===== src/rtl/core/mesha_ram.sv =====
`timescale 1ns / 1ps
// generic single-write, single-read ram with registered read data
// no dependencies

module mesha_ram #(
	parameter int WIDTH = 32,
	parameter int DEPTH = 32
) (
	input  logic                     clk,
	input  logic                     we,
	input  logic [$clog2(DEPTH)-1:0] waddr,
	input  logic [WIDTH-1:0]         wdata,
	input  logic [$clog2(DEPTH)-1:0] raddr,
	output logic [WIDTH-1:0]         rdata
);

	logic [WIDTH-1:0] mem_q [DEPTH];

	always_ff @(posedge clk) begin
		if (we) begin
			mem_q[waddr] <= wdata;
		end
		rdata <= mem_q[raddr];
	end

endmodule


===== config.mk =====
export PLATFORM = sky130hd
export DESIGN_NAME = mesha_ram
export DESIGN_NICKNAME = d
export VERILOG_FILES = /design/src/rtl/core/mesha_ram.sv
export SDC_FILE = /design/constraint.sdc
export NUM_CORES = 1
export LEC_CHECK = 0
export BUFFER_PORTS_ARGS = -buffer_cell sky130_fd_sc_hd__buf_4
export CAP_MARGIN = 20
export CORE_MARGIN = 8
export CORE_UTILIZATION = 55
export CTS_BUF_LIST = sky130_fd_sc_hd__clkbuf_4 sky130_fd_sc_hd__clkbuf_8
export DETAILED_ROUTE_END_ITERATION = 12
export GPL_TIMING_DRIVEN = 0
export PLACE_DENSITY = 0.74
export SLEW_MARGIN = 5
export SYNTH_ARGS = -nofsm -noshare
export SYNTH_HDL_FRONTEND = slang
export SYNTH_SLANG_ARGS = --single-unit

===== constraint.sdc =====
create_clock -name clk -period 4 [get_ports clk]
set_input_delay 0.8 -clock clk [delete_from_list [all_inputs] [get_ports clk]]
set_output_delay 0.8 -clock clk [all_outputs]
set_load 0.03 [all_outputs]

After elaboration in Yosys (flattened, before gate mapping):

Memory sizes are Yosys's and may differ from the RTL's. A register that Yosys moved wholly into a read port is not among the register bits.
Cells that the tools add are included.

* logic and storage cells: 3
* memory bits (writable): 1024
* input port bits: 44
* output and inout port bits: 32
* memories: 1
* register bits: 0

Memory list
* mem_q: depth 32, bits a word 32, rd ports 1, clocked after memory_dff 1, write ports 1, RTL line 17 `logic [WIDTH-1:0] mem_q [DEPTH];`

* muxes and demuxes: 2

Operators by type and width (count)
* $mux W1: 2

Longest topological paths before layout:

Gate-level depths: netlist of the first run.

* word-level depth: 2
* mapped depth: 8
* mapped depth without buffers: 5

Least setup slack after synthesis of the first run:

OpenSTA, ideal clock, no wires.

* path kind: input port to flip-flop
* start point: input waddr[1]
* end point: memory mem_q[12][0], enable pin
* required time: 3579 ps
* stages: 3
* path buffers: 1
* data arrival time: 2813 ps
* slack: 766 ps
* library setup time: 421 ps
* cell sequence: or3b_2 > clkbuf_1 > nor2_1

RTL lines
* start, declared: RTL line 11 `input logic [$clog2(DEPTH)-1:0] waddr,`
* end, declared: RTL line 17

No word-level cell before the write port.

Worst setup path after layout of the first run:

* start point: input waddr[1]
* end point: memory mem_q[5][22], enable pin

No word-level cell before the write port.

==> results of run 1 <==
-- kinds of logic after synthesis --
logic type      share of synthesized area [%]
buf+inv                                  1.86
simple gates                             3.10
mux                                      12.7
flops                                    77.5
compound gates                           4.85
-- cell usage after synthesis, drive strengths merged --
cell type and number:
nor2b 1, or3 1, a31oi 32, a21oi 96
nand2 98, nand3b 5, edfxtp 1024, buf 79
nand2b 2, mux2i 512, or2 1, nand3 98
nor3 32, dfxtp 32, and2b 1, and2 1
nor2 34, clkbuf 48, or3b 3, a22o 64
a22oi 96
-- per-layer routing --
metal  up-vias  GRT usage (%)  share of wire (%)
met2      1018           39.2                 50
met5         -              0                  0
met1     11033           29.0                 39
met4         0           8.14                2.7
met3       189           5.05                8.1
li1       9539              -                  -
-- registers in the layout (all words and copies together) (netlist names) --
name / count
mem_q: 1024
rdata: 32
-- area by class of cell --
class	count	area [sq um]	area share, %
Sequential cell	1056	31400	67.7
Multi-Input combinational cell	1077	8580	18.5
Clock buffer	227	2760	5.94
Timing Repair Buffer	106	1300	2.81
Tap cell	959	1200	2.59
Buffer	127	753	1.63
Clock inverter	71	358	0.772
Antenna cell	4	10.0	0.0216
-- power by group through the flow --
stage | Combinational [mW] | Clock, mW | Sequential (mW)
2_1_floorplan | 0.635 | 0 | 12.7
3_3_place_gp | 1.27 | 0 | 12.6
3_5_place_dp | 1.34 | 0 | 12.6
4_1_cts | 1.35 | 8.62 | 12.3
5_1_grt | 1.42 | 9.10 | 12.4
6_report | 1.35 | 8.52 | 12.3
-- path summary, 6_finish.rpt --
path                                     from       endpoint  cells after the start
worst max-delay path                 waddr[1]   mem_q[5][22]                      4
worst min register to register  mem_q[26][19]      rdata[19]                      4
worst min-delay path                wdata[28]  mem_q[10][28]                      1
worst max register to register   mem_q[7][11]      rdata[11]                      5
-- metrics by stage --
stage | hold WS, ns | util (%)
global placement | 0.603 | 57.9
detailed placement | 0.613 | 59.2
finish | 0.416 | 63.5
CTS | 0.342 | 63.5
floorplan | 0.553 | -
global route | 0.384 | 63.5
==> qor.csv, run 1 <==
metric,value,unit
WL/cell,26.4,um
fin worst setup slack,1.60,ns
clock buffer count from CTS,161,
Overall Global Routing Usage,23.0,%
maximum vdd drop,0.000354,V
Syn Area/Cell,17.9,sq um
worst slew pin tran,1.09,ns
Clk pwr share,38.4,%
nets@finish,2573,
worst path bufs/invs,2,
most frequent cells in the layout,"1024 x edfxtp_1, 512 x mux2i_1, 168 x clkbuf_8, 107 x buf_4",
Critical Path RT,4.49,ns
Lkg Pwr,16.3,nW
# H-tree levels,4,
Area after DPL,0.0432,sq mm
hpwl dp,61.5,mm
Power Total,22.2,mW
Placer Congestion,0.843,
Post-CTS Setup Bufs,0,
grt total ovfl,0,
vias per std cell,6.00,
filler cell count,4829,
area growth from synthesis to final layout,14.5,%
Clock Skews,0.0244,ns
Antenna Nets Post-Route,0,
Period minus WS final,2.40,ns
Total Negative Setup Slacks,0,ns
Sw Share,22.4,%
Place WS,0.799,ns
Slowest cell on crit path,nor2_4,
Rel. slew slack,27.2,%
"Seq/Total Area, Yosys",77.5,%
cell area power density,479,mW/mm^2
fmax,416,MHz
layout cells sized above 1,17.6,%
CTS resizes,0,
vias in the first global route,22339,
initial core utilization,55.5,%
CP Class,input pin to flip-flop,
synth warn,0,
"Setup violations, final",0,
Post-Synthesis Cell Area,0.0405,sq mm
"most common cell after layout, fill and taps aside",edfxtp_1,
worst hold path class,input pin to flip-flop,
First-pass DRT Iterations,9,
status,finished clean,
Root Driver,clkbuf_8,
startpoint types,input pin,
clock buffer depth,3,
crit-path max FO,18,
Internal,17.3,mW
placed cell count,3325,
Synth cell types,25,
die area,0.0825,sq mm
register bit count reported by yosys,1056,
Non-Filler Instances,3627,
CP endpoint kind,flip-flop,
number of port buffers,74,
DR iter-0 viols,2394,
Final period util,60.0,%
CTS Hold Bufs,0,
Finished Cell Area,0.0463,sq mm
Worst path top cell family by delay,simple AND/OR/NAND/NOR gates,
switching pwr,4.97,mW
final slew viol count,0,
core area,0.0730,sq mm
"Data arrival, critical path",2.89,ns
share of the synthesized area in the top cell type,76.0,%
CTS tree,built,
top post-synthesis cells by area,"edfxtp_1 76%, mux2i_1 13%, a22oi_1 1.8%",
DRC Markers,0,
max-cap violations,0,
endpoints failing hold,0,
global-route wire length before repair,140,mm
Clock Latency Late Sink,0.80,ns
antenna violations before repair,3,
Seq pwr share,55.6,%
DIE WIDTH,287,um
worst reg2reg setup slack,2.22,ns
RSZ-0062 raised after global routing,no,
Top Ports,76,
Clock transition at path regs,0.06,ns
FP Rows,99,
worst-path cell chain,buf_4 -> nand3b_1 -> nor2_4 -> buf_16,
Comb pwr share,6.1,%
Yosys top cell by area,edfxtp_1,
routed wire length,95.8,mm
via count,21779,
die height,287,um
syn_nets,2304,
Post-Syn Instances,2260,
largest net degree at the start of global routing,33,
"Largest stage delay, worst path",0.92,ns
CTS Sinks,1056,
(Power assumes the default switching activity.)
==> run 2: changes to the inputs <==
Clock period 4 ns to 2.5 ns, I/O delays scaled along.
==> run 2 against run 1 <==
Register-to-register slack got worse by 1.5 ns; count of clock-buffer cells in the layout did not move; sequential share of layout area barely moved; clock skew rose by 0.0040 ns; critical path depth rose by 4; sequential power rose by 61%; total power rose by 61%; first-iteration DRC count rose by 8.8%; global-route usage barely moved; die area did not move.
==> qor.csv, run 2 (synthesis gave the netlist of run 1 again) <==
metric,value,unit,change
status,finished clean,,
fmax,468,MHz,
area growth from synthesis to final layout,14.5,%,about the same
worst path bufs/invs,3,,+1
"Setup violations, final",0,,unchanged
DR iter-0 viols,2605,,+8.8%
clock buffer count from CTS,159,,-1.2%
endpoints failing hold,0,,unchanged
worst slew pin tran,1.11,ns,+0.0130 ns
Overall Global Routing Usage,23.0,%,about the same
core area,0.0730,sq mm,unchanged
grt total ovfl,0,,unchanged
maximum vdd drop,0.000459,V,+30%
Rel. slew slack,26.3,%,-0.86 points
Clock Latency Late Sink,0.79,ns,about the same
nets@finish,2571,,-0.078%
WL/cell,26.5,um,+0.27%
Critical Path RT,3.08,ns,-1.41 ns
via count,21664,,-0.53%
layout cells sized above 1,17.7,%,+0.11 points
"most common cell after layout, fill and taps aside",edfxtp_1,,
CTS resizes,0,,unchanged
Root Driver,clkbuf_8,,
startpoint types,input pin,,
max reg flops,1024,,unchanged
initial core utilization,55.5,%,unchanged
final slew viol count,0,,unchanged
# H-tree levels,4,,unchanged
routed wire length,95.6,mm,-0.23%
Antenna Nets Post-Route,0,,unchanged
"Largest stage delay, worst path",0.53,ns,-0.39 ns
worst hold path class,input pin to flip-flop,,
DRC Markers,0,,unchanged
FP Rows,99,,unchanged
Lkg Pwr,16.3,nW,about the same
Worst path top cell family by delay,buffers and inverters,,
CP endpoint kind,flip-flop,,
max-cap violations,0,,unchanged
CTS tree,built,,
Total Negative Setup Slacks,0,ns,unchanged
Top Ports,76,,unchanged
Final period util,85.5,%,
Clock Skews,0.0284,ns,+0.00397 ns
Reg with most FFs,mem_q,,
Placer Congestion,0.844,,+0.13%
CTS Sinks,1056,,unchanged
Place WS,-0.355,ns,-1.15 ns
DIE WIDTH,287,um,unchanged
Area after DPL,0.0432,sq mm,-0.10%
cell area power density,772,mW/mm^2,+61%
Period minus WS final,2.14,ns,
clock buffer depth,3,,unchanged
Slowest cell on crit path,a31oi_1,,
CP Class,input pin to flip-flop,,
largest net degree at the start of global routing,33,,unchanged
vias per std cell,6.00,,about the same
hpwl dp,61.1,mm,-0.74%
vias in the first global route,22246,,-0.42%
worst-path cell chain,buf_4 -> nor2_1 -> buf_2 -> clkbuf_1 -> a22o_1 -> nor3_1 -> a31oi_1 -> nand3_1,,
fin worst setup slack,0.362,ns,-1.24 ns
global-route wire length before repair,139,mm,-0.67%
largest registers,"mem_q: 1024 flops, rdata: 32 flops",,
Finished Cell Area,0.0463,sq mm,about the same
number of port buffers,74,,unchanged
"Data arrival, critical path",2.72,ns,-0.17 ns
First-pass DRT Iterations,6,,-3
Clock transition at path regs,0.06,ns,about the same
Power Total,35.8,mW,+61%
most frequent cells in the layout,"1024 x edfxtp_1, 512 x mux2i_1, 176 x clkbuf_8, 107 x buf_4",,
RSZ-0062 raised after global routing,no,,
die area,0.0825,sq mm,unchanged
CTS Hold Bufs,0,,unchanged
antenna violations before repair,3,,unchanged
Post-CTS Setup Bufs,0,,unchanged
crit-path max FO,10,,-8
die height,287,um,unchanged
-- run 2: cell count changes in the layout (fill, tap and decap cells not counted), sizes merged --
| cell | previous run | this run |
|---|---|---|
| bufinv | 1 | 4 |
| clkinv | 58 | 45 |
| clkinvlp | 7 | 5 |
| diode | 4 | 3 |
| inv | 5 | 0 |
-- run 2: cell type report --
| type | instances | area, sq um |
|---|---|---|
| flip-flops and latches | 1056 | 31400 |
| fillers | 4890 | 26600 |
| clock buffers | 227 | 2810 |
| well taps | 959 | 1200 |
| plain buffers | 127 | 753 |
| repair buffers | 106 | 1260 |
| multi-input cells | 1077 | 8580 |
| clock inverters | 54 | 345 |
| diodes | 3 | 7.51 |
-- run 2: worst paths after layout --
check | from | end | slack, ns | cells after the start
worst min-delay path | wdata[31] | mem_q[4][31] | 0.13 | 1
worst min register to register | mem_q[26][27] | rdata[27] | 0.62 | 4
worst max-delay path | raddr[1] | rdata[11] | 0.36 | 8
worst max register to register | mem_q[1][11] | rdata[11] | 0.68 | 5
-- run 2: report_power, final --
part	leakage [nW]	internal [mW]	total [mW]	switching, mW
Sequential	9.49	19.7	19.8	0.0674
Combinational	5.15	0.694	2.16	1.47
Clock	1.66	7.60	13.8	6.25
-- run 2: per-layer routing --
metal	vias up	global-route usage, %	share of wire, %
met3	176	6.02	9.5
met2	1039	38.4	50
met5	-	0	0
met4	0	7.84	2.7
li1	9542	-	-
met1	10907	29.1	38
-- run 2: metrics by stage --
| step | std cells | util (%) | hold WS (ns) |
|---|---|---|---|
| after global routing | 3607 | 63.5 | 0.0865 |
| final | 3609 | 63.5 | 0.128 |
| after CTS | 3606 | 63.5 | 0.0597 |
| after global placement | 3293 | 57.9 | 0.595 |
| after detailed placement | 3325 | 59.2 | 0.611 |
| after floorplan | 2260 | - | 0.553 |
